$ cat src/rtl/smoothed_led_bar_graph_defines.svh
// ----------------------------------------------------------------------------
// Smoothed LED bar graph assertion macros
// Shared concurrent assertion forms, sampled on clk and held off during reset.
// ----------------------------------------------------------------------------
`ifndef SMOOTHED_LED_BAR_GRAPH_DEFINES_SVH
`define SMOOTHED_LED_BAR_GRAPH_DEFINES_SVH
`ifndef SYNTHESIS
`define SLED_ASSERT_SAME(label, ante, cons) \
    label: assert property (@(posedge clk) disable iff (!rst_n) (ante) |-> (cons)) \
        else $error("smoothed_led_bar_graph: same-cycle check failed");
`define SLED_ASSERT_NEXT(label, ante, cons) \
    label: assert property (@(posedge clk) disable iff (!rst_n) (ante) |=> (cons)) \
        else $error("smoothed_led_bar_graph: next-cycle check failed");
`else
`define SLED_ASSERT_SAME(label, ante, cons)
`define SLED_ASSERT_NEXT(label, ante, cons)
`endif
`endif

$ cat src/rtl/sled_pkg.sv
`timescale 1ns / 1ps
// ----------------------------------------------------------------------------
// Smoothed LED bar graph package
// Widths, constants, command and status types and LED scaling helpers.
// ----------------------------------------------------------------------------
package sled_pkg;

    localparam int ROW_COUNT    = 2;
    localparam int LEDS_PER_ROW = 8;
    localparam int ROW_W        = 1;
    localparam int LEVEL_W      = 17;
    localparam int THR_W        = 16;
    localparam int LED_W        = 8;
    localparam int CFG_IDX_W    = 1;
    localparam int CFG_DATA_W   = 17;
    localparam int PROD_W       = 2 * LEVEL_W;
    localparam int IN_DATA_W    = 24;
    localparam int OUT_DATA_W   = LEDS_PER_ROW * LED_W;
    localparam int FULL_INT     = 65536;
    localparam int BUCKET_SIZE  = FULL_INT / LEDS_PER_ROW;
    localparam int BUCKET_W     = $clog2(BUCKET_SIZE) + 1;
    localparam int SCALE_W      = BUCKET_W + LED_W;
    localparam int SHIFT        = $clog2(BUCKET_SIZE);

    localparam logic [LEVEL_W-1:0] FULL_SCALE      = LEVEL_W'(FULL_INT);
    localparam logic [PROD_W-1:0]  ROUND_HALF      = PROD_W'(FULL_INT / 2);
    localparam logic [LEVEL_W-1:0] RESET_RATE      = LEVEL_W'(3277);
    localparam logic [THR_W-1:0]   RESET_THRESHOLD = THR_W'(66);

    typedef enum logic [CFG_IDX_W-1:0] {
        CFG_SMOOTHING_RATE   = 1'b0,
        CFG_CHANGE_THRESHOLD = 1'b1
    } cfg_index_t;

    typedef struct packed {
        logic load_in;
        logic load_direct;
        logic mul_first;
        logic mul_second;
        logic emit;
    } cmd_t;

    typedef struct packed {
        logic row_ok;
        logic loaded;
        logic small_change;
        logic out_free;
    } sts_t;

    function automatic logic [LEVEL_W-1:0] sat_full(input logic [LEVEL_W:0] v);
        logic [LEVEL_W-1:0] r;
        if (v > {1'b0, FULL_SCALE}) begin
            r = FULL_SCALE;
        end else begin
            r = v[LEVEL_W-1:0];
        end
        return r;
    endfunction

    function automatic logic [LED_W-1:0] led_byte(input logic [LEVEL_W-1:0] level,
                                                  input int bucket);
        logic [LEVEL_W-1:0] base;
        logic [LEVEL_W-1:0] over;
        logic [BUCKET_W-1:0] p;
        logic [SCALE_W-1:0] scaled;
        base = LEVEL_W'(bucket * BUCKET_SIZE);
        if (level <= base) begin
            p = '0;
        end else begin
            over = level - base;
            if (over > LEVEL_W'(BUCKET_SIZE)) begin
                p = BUCKET_W'(BUCKET_SIZE);
            end else begin
                p = over[BUCKET_W-1:0];
            end
        end
        scaled = (SCALE_W'(p) << LED_W) - SCALE_W'(p) + SCALE_W'(BUCKET_SIZE / 2);
        return scaled[SHIFT +: LED_W];
    endfunction

endpackage

$ cat src/rtl/smoothed_led_bar_graph.sv
`timescale 1ns / 1ps
// ----------------------------------------------------------------------------
// Smoothed LED bar graph
// Per-row exponential moving average of usage samples, shown as eight LEDs.
// ----------------------------------------------------------------------------
// An EMA update passes through check, two sequential multiply steps and emit,
// and no new item is taken until the FSM is back in idle; m_tvalid is registered
// from emit. A first sample skips the multiplies; a change below threshold stops at check.
// A finished result waits in the output register while the next item is taken.
// Reset clears all loaded flags, the FSM and the output valid, and restores
// the smoothing rate to 3277 and the change threshold to 66.
`include "smoothed_led_bar_graph_defines.svh"

module smoothed_led_bar_graph (
    input  logic                            clk,
    input  logic                            rst_n,
    input  logic                            cfg_valid,
    output logic                            cfg_ready,
    input  logic [sled_pkg::CFG_IDX_W-1:0]  cfg_index,
    input  logic [sled_pkg::CFG_DATA_W-1:0] cfg_data,
    input  logic                            s_tvalid,
    output logic                            s_tready,
    // usage_sample [16:0], zero fill [23:17]
    input  logic [sled_pkg::IN_DATA_W-1:0]  s_tdata,
    // row_index [0]
    input  logic [sled_pkg::ROW_W-1:0]      s_tuser,
    output logic                            m_tvalid,
    input  logic                            m_tready,
    // led_level_0 [7:0] up to led_level_7 [63:56]
    output logic [sled_pkg::OUT_DATA_W-1:0] m_tdata,
    // out_row [0]
    output logic [sled_pkg::ROW_W-1:0]      m_tuser
);

    sled_pkg::cmd_t cmd;
    sled_pkg::sts_t sts;

    assign cfg_ready = 1'b1;

    sled_ctrl u_ctrl (
        .clk      (clk),
        .rst_n    (rst_n),
        .s_tvalid (s_tvalid),
        .s_tready (s_tready),
        .sts      (sts),
        .cmd      (cmd)
    );

    sled_datapath u_datapath (
        .clk       (clk),
        .rst_n     (rst_n),
        .cfg_valid (cfg_valid),
        .cfg_index (cfg_index),
        .cfg_data  (cfg_data),
        .s_tdata   (s_tdata),
        .s_tuser   (s_tuser),
        .m_tready  (m_tready),
        .m_tvalid  (m_tvalid),
        .m_tdata   (m_tdata),
        .m_tuser   (m_tuser),
        .cmd       (cmd),
        .sts       (sts)
    );

    `SLED_ASSERT_SAME(a_no_overwrite, m_tvalid && !m_tready, !cmd.emit)
    `SLED_ASSERT_NEXT(a_emit_shows, cmd.emit, m_tvalid)
    `SLED_ASSERT_NEXT(a_busy_after_accept, s_tvalid && s_tready && sts.row_ok, !s_tready)

endmodule

$ cat src/rtl/sled_ctrl.sv
`timescale 1ns / 1ps
// ----------------------------------------------------------------------------
// Smoothed LED bar graph controller
// Sequences accept, threshold check, two multiply steps and result hand-off.
// ----------------------------------------------------------------------------
module sled_ctrl (
    input  logic          clk,
    input  logic          rst_n,
    input  logic          s_tvalid,
    output logic          s_tready,
    input  sled_pkg::sts_t sts,
    output sled_pkg::cmd_t cmd
);

    typedef enum logic [2:0] {
        ST_IDLE,
        ST_CHECK,
        ST_MUL1,
        ST_MUL2,
        ST_EMIT
    } state_t;

    state_t state_reg;
    state_t state_next;

    always_ff @(posedge clk or negedge rst_n)
    begin
        if (!rst_n)
        begin
            state_reg <= ST_IDLE;
        end
        else
        begin
            state_reg <= state_next;
        end
    end

    always_comb
    begin
        state_next = state_reg;
        cmd        = '0;
        s_tready   = 1'b0;
        unique case (state_reg)
            ST_IDLE:
            begin
                s_tready    = 1'b1;
                cmd.load_in = s_tvalid;
                if (s_tvalid && sts.row_ok)
                begin
                    state_next = ST_CHECK;
                end
            end
            ST_CHECK:
            begin
                if (!sts.loaded)
                begin
                    cmd.load_direct = 1'b1;
                    state_next      = ST_EMIT;
                end
                else if (sts.small_change)
                begin
                    state_next = ST_IDLE;
                end
                else
                begin
                    state_next = ST_MUL1;
                end
            end
            ST_MUL1:
            begin
                cmd.mul_first = 1'b1;
                state_next    = ST_MUL2;
            end
            ST_MUL2:
            begin
                cmd.mul_second = 1'b1;
                state_next     = ST_EMIT;
            end
            ST_EMIT:
            begin
                cmd.emit = sts.out_free;
                if (sts.out_free)
                begin
                    state_next = ST_IDLE;
                end
            end
            default:
            begin
                state_next = ST_IDLE;
            end
        endcase
    end

endmodule

$ cat src/rtl/sled_datapath.sv
`timescale 1ns / 1ps
// ----------------------------------------------------------------------------
// Smoothed LED bar graph datapath
// Configuration, per-row level store, EMA multiplier steps and output register.
// ----------------------------------------------------------------------------
module sled_datapath (
    input  logic                                clk,
    input  logic                                rst_n,
    input  logic                                cfg_valid,
    input  logic [sled_pkg::CFG_IDX_W-1:0]      cfg_index,
    input  logic [sled_pkg::CFG_DATA_W-1:0]     cfg_data,
    input  logic [sled_pkg::IN_DATA_W-1:0]      s_tdata,
    input  logic [sled_pkg::ROW_W-1:0]          s_tuser,
    input  logic                                m_tready,
    output logic                                m_tvalid,
    output logic [sled_pkg::OUT_DATA_W-1:0]     m_tdata,
    output logic [sled_pkg::ROW_W-1:0]          m_tuser,
    input  sled_pkg::cmd_t                      cmd,
    output sled_pkg::sts_t                      sts
);

    logic [sled_pkg::LEVEL_W-1:0]    rate_reg;
    logic [sled_pkg::THR_W-1:0]      thr_reg;
    logic [sled_pkg::LEVEL_W-1:0]    level_mem_reg [sled_pkg::ROW_COUNT];
    logic                            loaded_mem_reg [sled_pkg::ROW_COUNT];
    logic [sled_pkg::ROW_W-1:0]      row_reg;
    logic [sled_pkg::LEVEL_W-1:0]    u_reg;
    logic [sled_pkg::LEVEL_W-1:0]    a_reg;
    logic [sled_pkg::LEVEL_W-1:0]    s_reg;
    logic [sled_pkg::LEVEL_W-1:0]    s_next;
    logic                            cur_loaded_reg;
    logic [sled_pkg::PROD_W-1:0]     prod_reg;
    logic [sled_pkg::PROD_W-1:0]     acc;
    logic [sled_pkg::LEVEL_W-1:0]    diff;
    logic                            m_tvalid_reg;
    logic                            m_tvalid_next;
    logic [sled_pkg::OUT_DATA_W-1:0] m_tdata_reg;
    logic [sled_pkg::OUT_DATA_W-1:0] m_tdata_next;
    logic [sled_pkg::ROW_W-1:0]      m_tuser_reg;

    always_ff @(posedge clk or negedge rst_n)
    begin
        if (!rst_n)
        begin
            rate_reg <= sled_pkg::RESET_RATE;
            thr_reg  <= sled_pkg::RESET_THRESHOLD;
        end
        else if (cfg_valid)
        begin
            unique case (sled_pkg::cfg_index_t'(cfg_index))
                sled_pkg::CFG_SMOOTHING_RATE:   rate_reg <= cfg_data;
                sled_pkg::CFG_CHANGE_THRESHOLD: thr_reg  <= cfg_data[sled_pkg::THR_W-1:0];
                default:                        rate_reg <= rate_reg;
            endcase
        end
    end

    always_comb
    begin
        acc  = prod_reg
             + sled_pkg::PROD_W'(sled_pkg::FULL_SCALE - a_reg) * sled_pkg::PROD_W'(s_reg)
             + sled_pkg::ROUND_HALF;
        diff = (u_reg > s_reg) ? (u_reg - s_reg) : (s_reg - u_reg);
        s_next = s_reg;
        if (cmd.load_direct)
        begin
            s_next = u_reg;
        end
        else if (cmd.mul_second)
        begin
            s_next = sled_pkg::sat_full(acc[sled_pkg::LEVEL_W + 16 : 16]);
        end
    end

    always_ff @(posedge clk)
    begin
        if (cmd.load_in)
        begin
            row_reg        <= s_tuser;
            u_reg          <= sled_pkg::sat_full({1'b0, s_tdata[sled_pkg::LEVEL_W-1:0]});
            a_reg          <= sled_pkg::sat_full({1'b0, rate_reg});
            s_reg          <= level_mem_reg[s_tuser];
            cur_loaded_reg <= loaded_mem_reg[s_tuser];
        end
        else
        begin
            s_reg <= s_next;
        end
        if (cmd.mul_first)
        begin
            prod_reg <= sled_pkg::PROD_W'(a_reg) * sled_pkg::PROD_W'(u_reg);
        end
        if (cmd.load_direct || cmd.mul_second)
        begin
            level_mem_reg[row_reg] <= s_next;
        end
        if (cmd.emit)
        begin
            m_tdata_reg <= m_tdata_next;
            m_tuser_reg <= row_reg;
        end
    end

    always_ff @(posedge clk or negedge rst_n)
    begin
        if (!rst_n)
        begin
            for (int r = 0; r < sled_pkg::ROW_COUNT; r++)
            begin
                loaded_mem_reg[r] <= 1'b0;
            end
            m_tvalid_reg <= 1'b0;
        end
        else
        begin
            if (cmd.load_direct)
            begin
                loaded_mem_reg[row_reg] <= 1'b1;
            end
            m_tvalid_reg <= m_tvalid_next;
        end
    end

    always_comb
    begin
        for (int i = 0; i < sled_pkg::LEDS_PER_ROW; i++)
        begin
            m_tdata_next[i*sled_pkg::LED_W +: sled_pkg::LED_W] = sled_pkg::led_byte(s_reg, i);
        end
        if (cmd.emit)
        begin
            m_tvalid_next = 1'b1;
        end
        else if (m_tready)
        begin
            m_tvalid_next = 1'b0;
        end
        else
        begin
            m_tvalid_next = m_tvalid_reg;
        end
    end

    always_comb
    begin
        sts.row_ok       = (int'(s_tuser) < sled_pkg::ROW_COUNT);
        sts.loaded       = cur_loaded_reg;
        sts.small_change = (diff < {1'b0, thr_reg});
        sts.out_free     = !m_tvalid_reg || m_tready;
    end

    assign m_tvalid = m_tvalid_reg;
    assign m_tdata  = m_tdata_reg;
    assign m_tuser  = m_tuser_reg;

endmodule

$ cat config.mk
export PLATFORM = sky130hd
export DESIGN_NAME = smoothed_led_bar_graph
export DESIGN_NICKNAME = d
export VERILOG_FILES = /design/src/rtl/sled_pkg.sv /design/src/rtl/smoothed_led_bar_graph.sv /design/src/rtl/sled_ctrl.sv /design/src/rtl/sled_datapath.sv
export VERILOG_INCLUDE_DIRS = /design/src /design/src/rtl
export SDC_FILE = /design/constraint.sdc
export NUM_CORES = 2
export LEC_CHECK = 0
export BUFFER_PORTS_ARGS = -buffer_cell sky130_fd_sc_hd__buf_2
export CAP_MARGIN = 15
export CELL_PAD_IN_SITES_DETAIL_PLACEMENT = 0
export CELL_PAD_IN_SITES_GLOBAL_PLACEMENT = 1
export CORE_MARGIN = 5
export CORE_UTILIZATION = 35
export CTS_CLUSTER_SIZE = 16
export DETAILED_ROUTE_END_ITERATION = 8
export MAX_ROUTING_LAYER = met4
export PLACE_DENSITY = 0.67
export SLEW_MARGIN = 20
export SYNTH_ARGS = -nofsm -noshare
export SYNTH_HDL_FRONTEND = slang
export SYNTH_SLANG_ARGS = --single-unit
export TNS_END_PERCENT = 5
$ cat constraint.sdc
create_clock -name clk -period 17.5 [get_ports clk]
set_input_delay 2.625 -clock clk [delete_from_list [all_inputs] [get_ports clk]]
set_output_delay 2.625 -clock clk [all_outputs]
set_load 0.1 [all_outputs]
==> results.md <==
* Clock tree from TritonCTS: built
* Clock Latency Late Sink at 0.61 ns
* Crit end category: register
* Antenna viol nets, final at 0
* Crit path arrival time at 10.49 ns
* Clk sinks at 225
* Gr usage total at 18.79%
* N_diodes at 0
* Final Max Tran Viols at 0
* WL/cell at 18.55 um
* Fmax achieved at 99.65 MHz
* Multi-input combinational cell area at 26980 um^2
* FILL cells at 10671
* Post-CTS Resized at 0
* Remaining DRCs at 0
* Setup_tns at 0 ns
* Period utilisation layout at 57.34%
* Synth area leader: fa_1
* Setup repair bufs after CTS at 0
* Largest net degree at the start of global routing at 66
* Hold Buf Count CTS at 0
* Starting Density at 35.24%
* RD Place Congestion at 0.8619
* Crit path required time at 17.96 ns
* Crit-path max FO at 21
* Total CTS buffers at 28
* Crit path buf inv count at 6
* Root Driver: clkbuf_16
* Final Hold Fails at 0
* Area delta synth->final at 8.351%
* Max Cap Viol at 0
* Final worst slack at 7.465 ns
* Crit path max-delay family: adder cells
* Min-delay worst type: reg -> reg
* Setup Skew at 0.01765 ns
* DP Wirelength at 77.51 mm
* Ys Warns at 0
* Initial antenna violation count at 1
* DIE AREA at 112600 um^2
* Largest register FFs at 64
* Setup-failing EPs final at 0
* Worst slew pin tran at 1.230 ns
* Critical path's largest stage delay at 0.66 ns
* Layout cells sized above 1 at 7.538%
* # nets final at 5051
* EDFF count, synth at 169
* H-tree depth at 1
* Unrepaired setup endpoints after global routing: false
* Detailed-route via count at 26539
* Top cells by count, synth: inv_1, fa_1, nand2_1, ha_1, and2_1
* Share of the synthesized area in the top cell type at 30.87%
* Avg Inst Size Synth at 9.319 um^2
* Max Buffers Root-to-Sink at 3
* First-pass GRT wire length at 161.4 mm
* Yosys reg bits at 225
* TritonRoute pass-1 iters at 5
* Status: finished, final reports clean
* Syn Std Cell Area at 37100 um^2
* Rows at 119
* Dpl ws at 7.568 ns
* Congestion Overflow GR at 0
* Synth unique cells at 85
* DRT iter0 DRCs at 1512
* Port bufs at 107
* Hold WS at 0.4539 ns
* Main area contributors after synthesis: fa_1, ha_1, edfxtp_1
* Register area at 6402 um^2
* Vias per inst at 4.881
* Synth Flop Type: edfxtp_1
* Cell with the most instances after synthesis: inv_1
* Die Ht at 335.6 um
* CP Launch Type: register
* CP most frequent cell: fa_1
* Vias in the first global route at 28154
* Rel. slew slack at 18.03%
* Routed Wire Length at 100.8 mm
* CTS clk-pin slew, worst paths at 0.06 ns
* Cell at the slowest stage of the critical path: mux2i_4
* Post-Syn Nets at 5008
* Core Footprint at 105300 um^2
* Die width at 335.6 um
* Minimum clock period at 10.04 ns
* Post-synthesis sequential area ratio at 17.26%
* CP Class: reg -> reg
* Post-Synthesis Cells at 3981
* Ys async rst share at 17.33%
* Ports at 116
## layer usage
layer	track usage (%)	vias up	routed length, um
met3	1.177	118	3456
li1	-	12551	-
met1	23.79	13386	44180
met2	33.19	484	50840
met5	-	-	0
met4	4.402	0	2377
## placed cells by master, fill, tap and decap left out, types with 9 or more instances in the layout
cell type and n:
mux2_2 41, o211ai_1 9, nor3_1 52, inv_1 828
and2_1 264, clkbuf_16 29, and3_1 21, fa_1 572
buf_4 69, nand2_1 473, nor4_1 16, o21ai_0 56
a21oi_1 113, nor2_1 150, a21boi_0 11, edfxtp_1 169
a22oi_1 11, o21a_1 28, xor2_1 42, buf_2 107
dfxtp_1 17, nand4_1 15, o21bai_1 17, nor2b_1 67
a211oi_1 26, nand3_1 30, a21o_1 53, nand2b_1 23
dfrtp_1 30, ha_1 407, dfstp_2 9, a31oi_1 27
or3_1 14, xnor2_1 103
## path summary, 6_finish.rpt
kind                                                           from  cells past startpoint                                   endpoint  slack, ns
setup reg to reg                  u_datapath.a_reg[3]$_SDFFCE_PN0P_                     30  u_datapath.level_mem_reg[1][14]$_DFFE_PP_       7.46
hold reg to reg            u_datapath.loaded_mem_reg[1]$_DFFE_PN0P_                      1   u_datapath.loaded_mem_reg[1]$_DFFE_PN0P_       0.45
max in group asynchronous                                     rst_n                      1          u_datapath.thr_reg[2]$_DFFE_PN0P_      14.73
min in group asynchronous                                     rst_n                      1         u_datapath.rate_reg[1]$_DFFE_PN0P_       2.17
hold / removal             u_datapath.loaded_mem_reg[1]$_DFFE_PN0P_                      1   u_datapath.loaded_mem_reg[1]$_DFFE_PN0P_       0.45
setup / recovery                  u_datapath.a_reg[3]$_SDFFCE_PN0P_                     30  u_datapath.level_mem_reg[1][14]$_DFFE_PP_       7.46
## cell families (layout without fill, tap and decap cells)
| family | Yosys count | in the layout | synth area share, % |
|---|---|---|---|
| other | 1 | 1 | 0.01011 |
| muxes | 50 | 50 | 1.521 |
| buffers and inverters | 993 | 1058 | 10.17 |
| and+or+nand+nor | 1159 | 1159 | 15.22 |
| DFF | 225 | 225 | 17.26 |
| adders and majority gates | 979 | 979 | 44.59 |
| AOI/OAI and AO/OA | 426 | 426 | 7.737 |
| xor gates and xnor gates | 148 | 148 | 3.494 |
## through the flow
stage	cells	utilization (%)	instance area (um^2)
global route	5437	38.18	40200
global placement	5385	37.31	39280
detailed placement	5385	37.32	39290
finish	5437	38.18	40200
CTS	5437	38.18	40190
floorplan	3981	-	37100
## area by class of cell
cell class | count | area share (%)
sequential | 225 | 15.93
multi-input combinational | 2763 | 67.12
inverter | 830 | 7.751
timing repair buffer | 176 | 2.621
clock inverter | 11 | 0.2366
clock buffer | 41 | 2.017
tap | 1391 | 4.330
Power is left out: the tool's default activity adds up to more than one toggle a clock period on the data nets, which glitch-free logic cannot reach.
